$ cat src/sv/rmq_pkg.sv
// Shared types and constants for the rotation matrix to quaternion unit.
package rmq_pkg;

  localparam int DATA_WIDTH = 16;
  localparam int FRAC_BITS  = DATA_WIDTH - 2;
  localparam int R_W        = DATA_WIDTH + 3;
  localparam int NUM_W      = DATA_WIDTH + 1;
  localparam int V_W        = 2 * DATA_WIDTH;
  localparam int SQ_W       = DATA_WIDTH;
  localparam int REM_W      = SQ_W + 2;
  localparam int Q_W        = DATA_WIDTH + FRAC_BITS / 2 + 2;
  localparam int DVD_W      = NUM_W + FRAC_BITS + 1;
  localparam int LANES      = 3;
  localparam int QDEPTH     = 4;
  localparam int QPTR_W     = $clog2(QDEPTH);

  typedef logic signed [DATA_WIDTH-1:0] elem_t;

  localparam elem_t MAX_Q = {1'b0, {(DATA_WIDTH-1){1'b1}}};
  localparam elem_t MIN_Q = {1'b1, {(DATA_WIDTH-1){1'b0}}};
  localparam logic signed [R_W-1:0] ONE_Q = R_W'(1) << FRAC_BITS;
  localparam logic [Q_W-1:0] Q_POS_LIM = Q_W'((1 << (DATA_WIDTH-1)) - 1);
  localparam logic [Q_W-1:0] Q_NEG_LIM = Q_W'(1) << (DATA_WIDTH-1);

  typedef struct packed {
    elem_t m00; elem_t m01; elem_t m02;
    elem_t m10; elem_t m11; elem_t m12;
    elem_t m20; elem_t m21; elem_t m22;
  } item_t;

  typedef struct packed {
    elem_t qx; elem_t qy; elem_t qz; elem_t qw;
    logic  bad_input;
  } result_t;

  // which component is the large one
  typedef enum logic [1:0] {SEL_X, SEL_Y, SEL_Z, SEL_W} sel_t;

  // classified work handed from front to back
  typedef struct packed {
    sel_t                         sel;
    logic                         r_bad;
    logic [V_W-1:0]               v;
    logic [LANES-1:0]             neg;
    logic [LANES-1:0][NUM_W-1:0]  mag;
  } job_t;

endpackage

$ cat src/sv/rmq_queue.sv
// Short queue of classified jobs between front and back.
module rmq_queue (
  input  logic          clk,
  input  logic          rst,
  input  logic          push,
  input  rmq_pkg::job_t din,
  output logic          full,
  input  logic          pop,
  output rmq_pkg::job_t dout,
  output logic          empty
);
  import rmq_pkg::*;

  job_t              mem [QDEPTH];
  logic [QPTR_W-1:0] wptr, rptr;
  logic [QPTR_W:0]   cnt;
  logic              do_push, do_pop;

  assign full    = (cnt == (QPTR_W+1)'(QDEPTH));
  assign empty   = (cnt == '0);
  assign do_push = push && !full;
  assign do_pop  = pop && !empty;
  assign dout    = mem[rptr];

  always_ff @(posedge clk) begin
    if (rst) begin
      wptr <= '0;
      rptr <= '0;
      cnt  <= '0;
    end else begin
      if (do_push) wptr <= wptr + 1'b1;
      if (do_pop)  rptr <= rptr + 1'b1;
      unique case ({do_push, do_pop})
        2'b10:   cnt <= cnt + 1'b1;
        2'b01:   cnt <= cnt - 1'b1;
        default: cnt <= cnt;
      endcase
    end
  end

  always_ff @(posedge clk) begin
    if (do_push) mem[wptr] <= din;
  end

endmodule

$ cat config.mk
export PLATFORM = sky130hd
export DESIGN_NAME = rmq_queue
export DESIGN_NICKNAME = d
export VERILOG_FILES = /design/src/sv/rmq_pkg.sv /design/src/sv/rmq_queue.sv
export SDC_FILE = /design/constraint.sdc
export NUM_CORES = 1
export LEC_CHECK = 0
export ABC_AREA = 1
export BUFFER_PORTS_ARGS = -buffer_cell sky130_fd_sc_hd__buf_2
export CAP_MARGIN = 20
export CORE_ASPECT_RATIO = 0.9
export CORE_MARGIN = 2
export CORE_UTILIZATION = 52
export DETAILED_ROUTE_END_ITERATION = 6
export GPL_ROUTABILITY_DRIVEN = 0
export HOLD_SLACK_MARGIN = 0.02
export PLACE_DENSITY = 0.76
export SLEW_MARGIN = 0
export SYNTH_ARGS = -nofsm -noshare
export SYNTH_HDL_FRONTEND = slang
export SYNTH_SLANG_ARGS = --single-unit
$ cat constraint.sdc
create_clock -name clk -period 5.1 [get_ports clk]
set_input_delay 0.51 -clock clk [delete_from_list [all_inputs] [get_ports clk]]
set_output_delay 0.51 -clock clk [all_outputs]
set_load 0.02 [all_outputs]
==> run_results.csv <==
group,metric,value,unit
global_route,grt_max_degree,146,
worst_setup_path,critPathArrivalTime,3080,ps
power_and_ir_drop,p_leak,5.59,nW
timing,fmax,0.279,GHz
clock_network,post_cts_resize_count,0,
power_and_ir_drop,power_frac_clock,31.4,%
route,top_layer_used,"met5",
timing,finClkSkew,11.8,ps
worst_setup_path,r2r_slack,2570,ps
worst_setup_path,crit_type,"reg -> out",
worst_setup_path,endpoint,"dout[26]",
outcome,status,"finished clean",
yosys,yosysWarnings,0,
yosys,synth_ff_type,"edfxtp_1",
layout,layout-drive-gt1-share,22.3,%
timing,rsz0062_at_grt,"no",
hold_path,hold_path_class,"in -> reg",
global_route,grt_pass1_wl,42200,um
yosys,synth-edff-count,356,
timing,whs,209,ps
timing,setup_viol,0,
worst_setup_path,r2r-end,"mem[1][86]$_DFFE_PP_",
flow_run,drv_cap,0,
power_and_ir_drop,worst_ir_drop_vdd,0.338,mV
yosys,avgSynthCellArea,14.7,sq um
global_route,grt_use_total,19.8,%
clock_network,clk_pin_slew_worst_paths,60,ps
worst_setup_path,reg2reg_from,"cnt[1]$_SDFFE_PP0P_",
power_and_ir_drop,seqPwrFrac,45.1,%
timing,timing.final.crit_period,3590,ps
clock_network,cts_buffer_depth,3,
timing,hold_viol,0,
yosys,netlist_instances,931,
yosys,synth_fp_nets,1030,
worst_setup_path,r2r_cells,5,
route,drt_pass1_iterations,5,
worst_setup_path,slowest_delay,860,ps
worst_setup_path,critPathLaunchType,"flop",
power_and_ir_drop,power.switching,0.00252,W
worst_setup_path,path_cells,"buf_4 -> o21ai_0 -> o22ai_1 -> buf_2",
floorplan,dieHeight,158,um
worst_setup_path,cp.required,4590,ps
layout,fin_util,61.5,%
power_and_ir_drop,p_int,0.00564,W
clock_network,h-tree-depth,2,
worst_setup_path,path_max_fanout,98,
power_and_ir_drop,p_sw_share,30.9,%
yosys,synth_cell_types,19,
timing,slew_viol_final,0,
route,postRouteWirelength,27700,um
placed_design,post-dp-hpwl,15300,um
floorplan,start_util,52.7,%
power_and_ir_drop,combPwrFrac,23.5,%
route,drt-vias-per-instance,5.48,
route,wl_met2,13500,um
worst_setup_path,endpoint_kind,"output port",
global_route,antenna_found_initial,6,
floorplan,rows,56,
route,final_antenna_net_count,0,
clock_network,post_cts_buffers,0,
worst_setup_path,cp_slowest_cell,"dfxtp_4",
clock_network,cts_tree,"built",
yosys,synth-async-reset-ratio,0,%
floorplan,coreArea,0.0259,sq mm
yosys,synth_seq_cells,365,
global_route,overflow,0,
route,wl_met1,11500,um
yosys,synth_common_cells,"edfxtp_1, nor2_1, o21ai_0",
layout,final_nets,1207,
route,wl_per_cell,18.7,um
clock_network,insertion_delay,520,ps
yosys,synth-seq-area-share,79.6,%
hold_path,hold_start,"din[76]",
clock_network,cts_hold_buf,0,
clock_network,clockRootBuffer,"clkbuf_16",
layout,synthToLayoutAreaGrowth,16.7,%
route,via_count,8125,
timing,slew_headroom,30.9,%
placed_design,portBuffers,183,
clock_network,cts_buffers,36,
timing,finalSetupTns,0,ps
timing,fin_crit_sh,70.3,%
floorplan,ios,184,
timing,tightestPinTransition,1040,ps
clock_network,clock_sinks,365,
yosys,syn_area,0.0137,sq mm
floorplan,dieArea,0.0276,sq mm
global_route,grt_pass1_vias,7995,
yosys,yosys.area.top_type_share,78.3,%
placed_design,place_inst,1418,
route,drt_iter0_drc,726,
floorplan,die_w,175,um
power_and_ir_drop,pwr_density_cell,512,mW/mm^2
layout,fin_cells,1484,
yosys,synthTopCellsByArea,"edfxtp_1, o21ai_0, nor2_1",
route,drc_errors,0,
yosys,yosys.area.top_type,"edfxtp_1",
yosys,synth.most_common_cell,"edfxtp_1",
route,wl_met3,2180,um
-- through the flow --
step                      instance area [sq um]  power [W]  setup WS, ps
after floorplan                           13700    0.00508           195
after global placement                    14800    0.00563          2140
after detailed placement                  14800    0.00567          2060
after CTS                                 15900    0.00823          1520
after global routing                      15900    0.00851          1260
final                                     15900    0.00816          1510
-- power by group through the flow --
| stage | Clock [W] | Combinational [W] | Sequential, W |
|---|---|---|---|
| finish | 0.00256 | 0.00192 | 0.00368 |
| global route | 0.00271 | 0.00210 | 0.00370 |
| CTS | 0.00261 | 0.00194 | 0.00368 |
| detailed placement | 0 | 0.00193 | 0.00374 |
| global placement | 0 | 0.00189 | 0.00373 |
| floorplan | 0 | 0.00138 | 0.00370 |
-- flip-flops by register name, indices dropped and copies added, names as in the netlist, named ones only --
name / count
mem: 356
cnt: 3
rptr: 2
wptr: 2
-- cells by family (layout without fill, tap and decap cells) --
logic type / Yosys count / count (layout) / share of synthesized area, %
flops: 365 / 365 / 79.6
other cells: 0 / 4 / 0
compound gates: 274 / 274 / 10.9
simple gates: 208 / 208 / 5.76
buf+inv: 78 / 279 / 3.20
fa+ha+maj: 6 / 6 / 0.605
-- cell type report --
cell class | count | area, sq um
multi-input cells | 488 | 2380
repair buffers | 197 | 1020
diodes | 4 | 10.0
inverters | 20 | 80.1
clock inverters | 19 | 194
well taps | 348 | 435
clock buffers | 43 | 948
fillers | 1945 | 9980
flip-flops and latches | 365 | 10900
-- cell usage in the layout (no fill, tap or decap), types with 7 or more instances in the layout --
cell / Yosys / routed
buf_2: 5 / 183
buf_4: 5 / 14
clkbuf_16: 0 / 37
clkinv_1: 0 / 9
dfxtp_1: 9 / 7
edfxtp_1: 356 / 356
inv_1: 18 / 18
nand2_1: 15 / 15
nor2_1: 188 / 184
o21ai_0: 149 / 149
o21ai_1: 31 / 31
o22ai_1: 89 / 89
-- how the worst min path moves through the flow --
stage	end	cells past startpoint	slack [ps]
after floorplan	flop	2	460
after global placement	flop	2	470
after detailed placement	flop	2	500
after CTS	mem[1][76]$_DFFE_PP_	1	190
after global routing	mem[0][31]$_DFFE_PP_	1	200
final	mem[3][76]$_DFFE_PP_	1	210
-- layer usage --
metal,global-route usage [%],vias to the layer above
met5,0,-
met1,25.3,3930
met3,5.21,43
met2,33.5,286
li1,-,3860
met4,6.23,6
-- worst max-delay path, delay by kind of cell (launching register included) --
kind,cells,cell delay (ps)
buffers and inverters,2,1050
flip-flops,1,860
AO/OA/AOI/OAI,2,510
Note: power is estimated with default switching activity, not from simulation.
