**src/sv/rmq_pkg.sv**
```systemverilog
// Shared types and constants for the rotation matrix to quaternion unit.
package rmq_pkg;

  localparam int DATA_WIDTH = 16;
  localparam int FRAC_BITS  = DATA_WIDTH - 2;
  localparam int R_W        = DATA_WIDTH + 3;
  localparam int NUM_W      = DATA_WIDTH + 1;
  localparam int V_W        = 2 * DATA_WIDTH;
  localparam int SQ_W       = DATA_WIDTH;
  localparam int REM_W      = SQ_W + 2;
  localparam int Q_W        = DATA_WIDTH + FRAC_BITS / 2 + 2;
  localparam int DVD_W      = NUM_W + FRAC_BITS + 1;
  localparam int LANES      = 3;
  localparam int QDEPTH     = 4;
  localparam int QPTR_W     = $clog2(QDEPTH);

  typedef logic signed [DATA_WIDTH-1:0] elem_t;

  localparam elem_t MAX_Q = {1'b0, {(DATA_WIDTH-1){1'b1}}};
  localparam elem_t MIN_Q = {1'b1, {(DATA_WIDTH-1){1'b0}}};
  localparam logic signed [R_W-1:0] ONE_Q = R_W'(1) << FRAC_BITS;
  localparam logic [Q_W-1:0] Q_POS_LIM = Q_W'((1 << (DATA_WIDTH-1)) - 1);
  localparam logic [Q_W-1:0] Q_NEG_LIM = Q_W'(1) << (DATA_WIDTH-1);

  typedef struct packed {
    elem_t m00; elem_t m01; elem_t m02;
    elem_t m10; elem_t m11; elem_t m12;
    elem_t m20; elem_t m21; elem_t m22;
  } item_t;

  typedef struct packed {
    elem_t qx; elem_t qy; elem_t qz; elem_t qw;
    logic  bad_input;
  } result_t;

  // which component is the large one
  typedef enum logic [1:0] {SEL_X, SEL_Y, SEL_Z, SEL_W} sel_t;

  // classified work handed from front to back
  typedef struct packed {
    sel_t                         sel;
    logic                         r_bad;
    logic [V_W-1:0]               v;
    logic [LANES-1:0]             neg;
    logic [LANES-1:0][NUM_W-1:0]  mag;
  } job_t;

endpackage

```
**src/sv/rmq_front.sv**
```systemverilog
// Front end: branch choice, radicand and off-diagonal numerators.
module rmq_front (
  input  rmq_pkg::item_t item,
  output rmq_pkg::job_t  job
);
  import rmq_pkg::*;

  logic signed [R_W-1:0] e00, e01, e02, e10, e11, e12, e20, e21, e22;
  logic signed [R_W-1:0] tr, rad;
  logic signed [R_W-1:0] d12, d20, d01, s10, s20, s21;
  logic signed [R_W-1:0] n [LANES];
  logic signed [R_W-1:0] a [LANES];
  sel_t                  sel;

  always_comb begin
    e00 = R_W'(item.m00); e01 = R_W'(item.m01); e02 = R_W'(item.m02);
    e10 = R_W'(item.m10); e11 = R_W'(item.m11); e12 = R_W'(item.m12);
    e20 = R_W'(item.m20); e21 = R_W'(item.m21); e22 = R_W'(item.m22);
    tr  = e00 + e11 + e22;
    d12 = e12 - e21;
    d20 = e20 - e02;
    d01 = e01 - e10;
    s10 = e10 + e01;
    s20 = e20 + e02;
    s21 = e21 + e12;

    priority if (tr > 0) begin
      sel = SEL_W;
      rad = ONE_Q + tr;
    end else if (e00 > e11 && e00 > e22) begin
      sel = SEL_X;
      rad = ONE_Q + e00 - e11 - e22;
    end else if (e11 > e22) begin
      sel = SEL_Y;
      rad = ONE_Q + e11 - e00 - e22;
    end else begin
      sel = SEL_Z;
      rad = ONE_Q + e22 - e00 - e11;
    end

    // lanes hold the three small components in x, y, z, w order
    unique case (sel)
      SEL_W: begin n[0] = d12; n[1] = d20; n[2] = d01; end
      SEL_X: begin n[0] = s10; n[1] = s20; n[2] = d12; end
      SEL_Y: begin n[0] = s10; n[1] = s21; n[2] = d20; end
      SEL_Z: begin n[0] = s20; n[1] = s21; n[2] = d01; end
      default: begin n[0] = d12; n[1] = d20; n[2] = d01; end
    endcase

    job.sel   = sel;
    job.r_bad = (rad <= 0);
    job.v     = V_W'(rad[R_W-2:0]) << FRAC_BITS;
    for (int i = 0; i < LANES; i++) begin
      job.neg[i] = n[i][R_W-1];
      a[i]       = n[i][R_W-1] ? -n[i] : n[i];
      job.mag[i] = a[i][NUM_W-1:0];
    end
  end

endmodule

```
**config.mk**
```make
export PLATFORM = sky130hd
export DESIGN_NAME = rmq_front
export DESIGN_NICKNAME = d
export VERILOG_FILES = /design/src/sv/rmq_pkg.sv /design/src/sv/rmq_front.sv
export SDC_FILE = /design/constraint.sdc
export NUM_CORES = 1
export LEC_CHECK = 0
export ABC_AREA = 1
export BUFFER_PORTS_ARGS = -buffer_cell sky130_fd_sc_hd__buf_2
export CORE_MARGIN = 3
export CORE_UTILIZATION = 50
export DETAILED_ROUTE_END_ITERATION = 10
export PLACE_DENSITY = 0.72
export SLEW_MARGIN = 10
export SYNTH_ARGS = -nofsm -noshare
export SYNTH_HDL_FRONTEND = slang
export SYNTH_SLANG_ARGS = --single-unit
```
**constraint.sdc**
```tcl
create_clock -name vclk -period 8.8
set_clock_uncertainty 0.1 [all_clocks]
set_input_delay 1.76 -clock vclk [all_inputs]
set_output_delay 1.76 -clock vclk [all_outputs]
set_load 0.03 [all_outputs]
```
==> run_results.csv, run 1 <==
group,metric,value,unit
floorplanning,core,29900,um^2
sta,slew_violations,0,
routing,wire_per_inst,17.4,um
clocking,cts_hold_buf,0,
floorplanning,io_pins,233,
synth,seq_area_frac_synth,0,%
worst_setup_path,crit_top_cell,"nand3_1",
global_routing,grtUsageTotal,30.5,%
floorplanning,start_util,51.1,%
worst_hold_path,min_to,"job[34]",
cells_and_area,fin_area,17000,um^2
synth,yosysTopAreaCell,"ha_1",
cells_and_area,syn2layout_area_growth,11.0,%
synth,synth_xor_area_share,7.34,%
synth,avgSynthCellArea,6.20,um^2
routing,via_per_inst,5.41,
sta,hold_slack,4.09,ns
sta,layout_min_cycle_time,8.48,ns
worst_setup_path,cp_slowest_stage_delay,0.57,ns
floorplanning,rows,63,
synth,synth_top_family_by_area,"adder cells",
worst_setup_path,path_depth,34,
power,powerDensity,184,nW/um^2
placed_design,routabilityCongestion,0.988,
cells_and_area,design.seq.count,0,
worst_setup_path,arrival,6.62,ns
worst_hold_path,hold_path_depth,6,
cells_and_area,layout_commonest_cell,"nand2_1",
routing,drtAntennaViolNets,0,
synth,yosys-top-cells-area,"ha_1 25%, nand2_1 15%, inv_1 10%, fa_1 9.7%, nand3_1 7.2%",
outcome,status,"finished clean",
cells_and_area,nets,3185,
cells_and_area,nClkBuffers,0,
synth,synthAdderAreaFrac,34.5,%
global_routing,grt_pass1_wl,82200,um
synth,synthCells,2463,
global_routing,grt_max_degree,40,
worst_hold_path,hp-class,"input port to output port",
global_routing,antenna_found_initial,0,
floorplanning,die_w,181,um
global_routing,grt_pass1_vias,16202,
worst_setup_path,worst_setup_path_end_kind,"output port",
worst_hold_path,min-delay-start,"item[80]",
worst_setup_path,startpoint_type,"input port",
sta,final_hold_viol_count,0,
worst_setup_path,critPathMaxFanout,8,
sta,finalSetupViolations,0,
routing,drt_wl_total,53200,um
power,ir_worst_vdd,0.205,mV
sta,fmax,0.118,GHz
global_routing,grt-ovfl-total,0,
floorplanning,die-height,181,um
routing,vias,16505,
synth,synth-simple-area-share,33.1,%
worst_setup_path,cp_num_buf_inv,9,
routing,firstDrtPassIters,6,
sta,tightest_slew,0.569,ns
sta,relSlewSlack,62.1,%
synth,yosys.area.top_type_share,24.8,%
cells_and_area,drive_gt1_share,13.4,%
worst_setup_path,cp_top_family,"simple AND/OR/NAND/NOR gates",
cells_and_area,n_antenna_cell,0,
synth,yosys_warnings,0,
worst_setup_path,cp_slowest_cell,"fa_1",
synth,synth_area,15300,um^2
cells_and_area,final_cell_mix,"608 x nand2_1, 402 x inv_1, 297 x ha_1",
placed_design,place_area,16700,um^2
cells_and_area,seqCellArea,0,um^2
synth,ys_types,55,
synth,synth_compound_area_share,12.1,%
placed_design,io_buffers,219,
synth,yosys-mux-area-fraction,0,%
power,p_leak,9.69,nW
run,maxCapViolations,0,
placed_design,dpl.hpwl,46400,um
routing,first_iter_violations,970,
worst_setup_path,crit_required,6.94,ns
cells_and_area,nFillCells,3116,
routing,drc,0,
sta,period_share,96.4,%
worst_setup_path,worstSetupPathType,"input port to output port",
floorplanning,dieArea,32700,um^2
logic make-up after synthesis:
kind of cell    Yosys count
compound gates          323
xor+xnor                128
simple gates           1146
other cells               1
fa+ha+maj               377
buf+inv                 488
power by group:
group	switching, W	total [W]	internal (W)
logic	0.00218	0.00313	0.000946
registers	0	0	0
clock network	0	0	0
metrics by stage:
step	power (W)	setup TNS [ns]	setup WS, ns	std cells	utilization (%)
global route	0.00339	-0.479	-0.0792	3052	56.8
CTS	0.00304	0	0.200	3035	55.8
floorplan	0.00214	0	0.761	2476	-
detailed placement	0.00303	0	0.201	3035	55.8
global placement	0.00301	0	0.300	3035	55.8
finish	0.00313	0	0.316	3052	56.8
area by class of cell:
type	instances	area, um^2	share of cell area, %
multi-input cells	1988	13500	79.5
repair buffers	255	1400	8.27
inverters	419	1590	9.38
well taps	390	488	2.88
cell usage after synthesis (2+ instances only):
cell type / count
nand2_1: 610
inv_1: 409
ha_1: 303
nand3_1: 220
nor2_1: 169
a21oi_1: 152
xor2_1: 108
o21ai_0: 80
fa_1: 74
nand4_1: 34
clkbuf_1: 28
nor3_1: 28
xnor2_1: 20
buf_4: 18
nand3_2: 18
o211ai_1: 17
nand3b_1: 16
buf_2: 14
nor2_2: 14
o21bai_1: 13
nand2_2: 11
a31oi_1: 10
a21boi_0: 9
buf_6: 9
or2_2: 9
inv_2: 8
o21a_1: 7
a211oi_1: 5
a22oi_1: 5
o21ai_1: 5
a21o_1: 4
o31ai_1: 4
nor4_1: 3
a31o_2: 2
clkinv_1: 2
nand2_4: 2
nor3_2: 2
o21ai_2: 2
o221ai_1: 2
or2_1: 2
per-layer routing:
| metal | track usage (%) | part of all wire (%) | wire length [um] | vias to the layer above |
|---|---|---|---|---|
| met5 | 0 | 0 | 0 | - |
| met4 | 14.2 | 5.7 | 3010 | 0 |
| met3 | 1.09 | 4.4 | 2360 | 136 |
| met2 | 55.8 | 49 | 26000 | 543 |
| li1 | - | - | - | 8201 |
| met1 | 36.8 | 41 | 21800 | 7625 |
how the worst max path moves through the flow:
| stage | from | slack [ns] | end |
|---|---|---|---|
| floorplan | item[3] | 0.76 | job[16] |
| CTS | item[3] | 0.20 | job[16] |
| global route | item[3] | -0.08 | job[31] |
| detailed placement | item[6] | 0.20 | job[31] |
| global placement | item[3] | 0.30 | job[16] |
| finish | item[3] | 0.32 | job[25] |
timing repair:
item | CTS | global route
buffers inserted | 0 | 17
gates resized for setup | 0 | 40
endpoints found under the setup margin | 0 | 42
Note: power is estimated with default switching activity, not from simulation.
==> run 2: changes to the inputs <==
--- a/config.mk
+++ b/config.mk
@@ -5,7 +5,6 @@
 export SDC_FILE = /design/constraint.sdc
 export NUM_CORES = 1
 export LEC_CHECK = 0
-export ABC_AREA = 1
 export BUFFER_PORTS_ARGS = -buffer_cell sky130_fd_sc_hd__buf_2
 export CORE_MARGIN = 3
 export CORE_UTILIZATION = 50
==> run 2 against run 1 <==
  * Sequential cell count unchanged
  * Largest power group unchanged
  * Non-clock buffer count up 196
  * Cell count is 15% lower
  * Via count decreased by 8.3%
  * Largest cell class unchanged
  * The flow now finishes with violations (negative setup slack)
==> run_results.csv, run 2 <==
group,metric,value,unit
outcome,status,"finished, violations left",
outcome,violations,"negative setup slack",
synth,yosys-top-cells-area,"ha_1 27%, fa_1 11%, xnor2_1 6.7%, inv_1 5.6%, a21oi_1 5.5%",
worst_setup_path,arrival,7.10,ns
synth,avgSynthCellArea,7.63,um^2
synth,yosysMostFrequentCell,"ha_1",
placed_design,place_area,17100,um^2
global_routing,grt_pass1_vias,14599,
cells_and_area,n_antenna_cell,0,
cells_and_area,design.seq.count,0,
synth,yosysTopAreaCell,"ha_1",
routing,vias,15130,
worst_hold_path,hp-class,"input port to output port",
routing,drt_wl_total,50900,um
cells_and_area,fin_area,18500,um^2
global_routing,grt-ovfl-total,0,
placed_design,dpl.hpwl,42700,um
global_routing,grt_max_degree,22,
cells_and_area,syn2layout_area_growth,31.0,%
sta,rsz0062_at_grt,"true",
routing,wire_per_inst,19.5,um
cells_and_area,drive_gt1_share,28.6,%
synth,yosys.area.top_type_share,26.9,%
global_routing,grt_pass1_wl,75800,um
cells_and_area,nets,2759,
cells_and_area,multi_input_area,13900,um^2
floorplanning,die_w,174,um
sta,tightest_slew,1.13,ns
power,powerDensity,204,nW/um^2
placed_design,routabilityCongestion,1.01,
worst_setup_path,critPathMaxFanout,8,
routing,drc,0,
synth,seq_area_frac_synth,0,%
synth,yosys_warnings,0,
sta,relSlewSlack,22.5,%
sta,period_share,102,%
synth,synthCells,1847,
worst_setup_path,cp_slowest_stage_delay,0.49,ns
sta,finalSetupViolations,16,
worst_setup_path,worst_setup_path_end_kind,"output port",
sta,slew_violations,0,
routing,first_iter_violations,1104,
cells_and_area,final_cell_mix,"295 x ha_1, 225 x buf_4, 203 x inv_1",
worst_setup_path,crit_top_cell,"buf_6",
synth,ys_types,94,
placed_design,dp_cells,2577,
floorplanning,core,27300,um^2
global_routing,grtUsageTotal,30.3,%
sta,hold_slack,4.12,ns
cells_and_area,layout_commonest_cell,"ha_1",
sta,layout_min_cycle_time,8.96,ns
placed_design,io_buffers,219,
cells_and_area,nFillCells,2310,
worst_setup_path,crit_required,6.94,ns
floorplanning,rows,60,
routing,firstDrtPassIters,5,
floorplanning,dieArea,30200,um^2
synth,synth_area,14100,um^2
sta,setup_slack,-0.156,ns
floorplanning,start_util,51.5,%
cells_and_area,seqCellArea,0,um^2
worst_setup_path,cp_slowest_cell,"fa_1",
cells_and_area,nClkBuffers,0,
routing,drtAntennaViolNets,0,
run,maxCapViolations,0,
global_routing,antenna_found_initial,0,
worst_setup_path,startpoint_type,"input port",
sta,final_hold_viol_count,0,
power,ir_worst_vdd,0.225,mV
sta,fmax,0.112,GHz
power,p_leak,8.98,nW
cells_and_area,finalNonFillerCells,2608,
routing,via_per_inst,5.80,
synth,synth_common_cells,"303 x ha_1, 210 x inv_1, 154 x a21oi_1",
floorplanning,io_pins,233,
worst_setup_path,worstSetupPathType,"input port to output port",
floorplanning,die-height,174,um
==> run 2: cell types whose count changed in the layout (fill, tap and decap cells not counted), moves of 18 or more <==
| cell | before | now |
|---|---|---|
| inv_1 | 402 | 203 |
| nand2b_1 | 0 | 24 |
| xor2_1 | 105 | 46 |
| buf_2 | 215 | 168 |
| nand2_1 | 608 | 84 |
| nor2b_1 | 0 | 30 |
| nand4_1 | 34 | 6 |
| mux2i_1 | 0 | 25 |
| nor2_1 | 166 | 131 |
| buf_4 | 32 | 225 |
| nand3_1 | 218 | 26 |
| nand3_2 | 20 | 2 |
| buf_6 | 1 | 47 |
| xnor2_1 | 20 | 95 |
==> run 2: worst paths after layout <==
| check | startpoint | endpoint | depth (start not counted) | slack, ns |
|---|---|---|---|---|
| worst min-delay path | item[80] | job[34] | 5 | 4.12 |
| worst max-delay path | item[1] | job[28] | 27 | -0.16 |
==> run 2: power by group <==
group          switching [W]  internal, W  leakage, nW  total [W]
clock                      0            0            0          0
combinational        0.00220      0.00157         8.98    0.00377
sequential                 0            0            0          0
==> run 2: cell type report <==
type | instances | share of cell area [%]
multi-input combinational | 1572 | 75.3
timing repair buffer | 451 | 17.7
inverter | 213 | 4.39
tap | 372 | 2.52
==> run 2: critical path, delay by kind of cell <==
kind | cells | cell delay, ns
muxes | 1 | 0.31
and+or+nand+nor | 8 | 1.52
adders and majority gates | 4 | 1.30
AOI/OAI and AO/OA | 7 | 1.32
xor gates and xnor gates | 2 | 0.31
buffers and inverters | 5 | 0.56
==> run 2: what timing repair did <==
action / in CTS / in global routing
hold buffers: 0 / 0
resized for setup: 37 / 248
hold endpoints to repair: 0 / 0
pin swaps: 8 / 56
setup endpoints to repair: 45 / 51
buffers inserted: 4 / 25
gates cloned: 0 / 3
==> run 2: metal layers <==
metal / GRT usage, % / vias to the layer above / routed length [um]
met5: 0 / - / 0
met4: 9.99 / 0 / 2070
met3: 1.29 / 126 / 2890
met2: 55.4 / 645 / 25300
met1: 38.0 / 7170 / 20600
li1: - / 7189 / -
==> run 2: cells by family (layout without fill, tap and decap cells) <==
kind of cell | after synthesis | after routing | share of synthesized area (%)
XOR/XNOR | 166 | 166 | 10.3
AO/OA/AOI/OAI | 508 | 508 | 23.9
buffers and inverters | 289 | 664 | 8.48
AND/OR/NAND/NOR | 467 | 467 | 17.0
other | 1 | 14 | 0.0266
adder cells (fa/ha/maj) | 377 | 377 | 37.4
multiplexers | 39 | 40 | 2.85
==> run 2: metrics by stage <==
| stage | total power (W) | utilization, % | TNS (ns) | setup slack (ns) |
|---|---|---|---|---|
| floorplan | 0.00207 | - | -0.441 | -0.153 |
| global placement | 0.00313 | 62.5 | -0.774 | -0.114 |
| detailed placement | 0.00316 | 62.5 | -4.04 | -0.251 |
| CTS | 0.00325 | 63.2 | -0.163 | -0.0868 |
| global route | 0.00399 | 67.5 | -8.33 | -0.362 |
| finish | 0.00377 | 67.5 | -0.983 | -0.156 |
==> run 3: changes to the inputs <==
--- a/config.mk
+++ b/config.mk
@@ -5,11 +5,12 @@
 export SDC_FILE = /design/constraint.sdc
 export NUM_CORES = 1
 export LEC_CHECK = 0
+export ABC_AREA = 1
 export BUFFER_PORTS_ARGS = -buffer_cell sky130_fd_sc_hd__buf_2
 export CORE_MARGIN = 3
-export CORE_UTILIZATION = 50
+export CORE_UTILIZATION = 61
 export DETAILED_ROUTE_END_ITERATION = 10
-export PLACE_DENSITY = 0.72
+export PLACE_DENSITY = 0.87
 export SLEW_MARGIN = 10
 export SYNTH_ARGS = -nofsm -noshare
 export SYNTH_HDL_FRONTEND = slang
==> run 3 against run 2 <==
  * The flow now finishes without violations
  * Combinational power down 18%
  * Cell count is 14% higher
  * Maximum frequency rose by 5.7%
  * Hold slack got worse by 0.027 ns
  * Largest power group unchanged
==> run_results.csv, run 3 (synthesis gave the netlist of run 1 again) <==
group,metric,value,unit
power,report.power.total,0.00310,W
floorplanning,die_w,164,um
worst_setup_path,cp_top_family,"simple AND/OR/NAND/NOR gates",
routing,drc,0,
global_routing,grtUsageTotal,36.2,%
worst_setup_path,crit_required,6.94,ns
sta,relSlewSlack,55.9,%
placed_design,routabilityCongestion,1.01,
placed_design,place_ws,0.155,ns
worst_setup_path,critPathLaunch,"item[5]",
global_routing,grt_pass1_vias,15991,
routing,firstDrtPassIters,6,
routing,drtAntennaViolNets,0,
worst_setup_path,worstSetupPathType,"input port to output port",
global_routing,grt_pass1_wl,78700,um
sta,slew_violations,0,
cells_and_area,seqCellArea,0,um^2
sta,fmax,0.118,GHz
power,powerDensity,184,nW/um^2
worst_setup_path,cp_slowest_cell,"fa_1",
placed_design,dp_cells,2971,
global_routing,antenna_found_initial,0,
worst_setup_path,critPathMaxFanout,7,
cells_and_area,layout_commonest_cell,"nand2_1",
worst_hold_path,min-delay-start,"item[80]",
placed_design,dpl.hpwl,44900,um
sta,layout_min_cycle_time,8.47,ns
sta,period_share,96.3,%
floorplanning,die-height,164,um
worst_setup_path,cp_num_buf_inv,8,
floorplanning,dieArea,27000,um^2
cells_and_area,nClkBuffers,0,
cells_and_area,finalNonFillerCells,2984,
cells_and_area,final_cell_mix,"607 x nand2_1, 402 x inv_1, 299 x ha_1",
routing,vias,16923,
power,p_leak,9.68,nW
routing,wire_per_inst,17.3,um
sta,final_hold_viol_count,0,
routing,first_iter_violations,1434,
worst_setup_path,arrival,6.61,ns
power,ir_worst_vdd,0.148,mV
run,maxCapViolations,0,
worst_setup_path,cp_slowest_stage_delay,0.57,ns
worst_hold_path,hold_path_depth,6,
global_routing,grt-ovfl-total,0,
cells_and_area,nets,3183,
cells_and_area,nFillCells,2272,
floorplanning,io_pins,233,
global_routing,grt_max_degree,39,
cells_and_area,design.seq.count,0,
routing,drt_wl_total,51600,um
cells_and_area,syn2layout_area_growth,10.2,%
worst_hold_path,hp-class,"input port to output port",
outcome,status,"finished clean",
sta,setup_slack,0.325,ns
cells_and_area,drive_gt1_share,13.3,%
cells_and_area,final_core_util,68.8,%
worst_setup_path,startpoint_type,"input port",
cells_and_area,n_antenna_cell,0,
placed_design,io_buffers,219,
routing,via_per_inst,5.67,
worst_hold_path,min_to,"job[34]",
sta,finalSetupViolations,0,
floorplanning,rows,57,
sta,tightest_slew,0.654,ns
floorplanning,start_util,62.5,%
worst_setup_path,worst_setup_path_end_kind,"output port",
floorplanning,core,24500,um^2
==> run 3: cell types whose count changed in the layout (fill, tap and decap cells not counted), moves of 43 or more <==
cell     before  now
xor2_1       46  107
xnor2_1      95   20
inv_1       203  402
buf_6        47    4
buf_4       225   31
nand2_1      84  607
buf_2       168  216
nand3_1      26  216
==> run 3: final cells by class <==
cell class | count | area [um^2] | share of cell area (%)
Timing Repair Buffer | 252 | 1370 | 8.11
Inverter | 419 | 1590 | 9.46
Tap cell | 324 | 405 | 2.41
Multi-Input combinational cell | 1989 | 13500 | 80.0
==> run 3: repair_timing <==
item	4_1_cts	5_1_grt
buffers inserted	0	12
hold buffers	0	0
resized for setup	0	39
setup endpoints to repair	0	44
==> run 3: worst max-delay path by stage <==
stage | to | depth (start not counted)
floorplan | job[16] | 33
global placement | job[8] | 32
detailed placement | job[16] | 33
CTS | job[16] | 33
global route | job[15] | 33
finish | job[14] | 34
==> run 3: per-layer routing <==
metal  vias to the layer above  global-route usage (%)  wire (um)  part of all wire, %
met1                      7741                    43.3      20300                   39
met2                       761                    63.3      24500                   48
met4                         0                    22.3       3710                  7.2
li1                       8226                       -          -                    -
met5                         -                       0          0                    0
met3                       195                    2.12       3100                  6.0
==> run 3: where the power goes <==
group	internal, W	total [W]	switching (W)
clock	0	0	0
sequential	0	0	0
combinational	0.000943	0.00310	0.00216
==> run 3: metrics by stage <==
step                      instance area [um^2]  hold slack (ns)  TNS, ns
after floorplan                          15300             3.82        0
after global placement                   16600             4.07        0
after detailed placement                 16600             4.09        0
after CTS                                16600             4.09        0
after global routing                     16800             4.13  -0.0857
final                                    16800             4.09        0
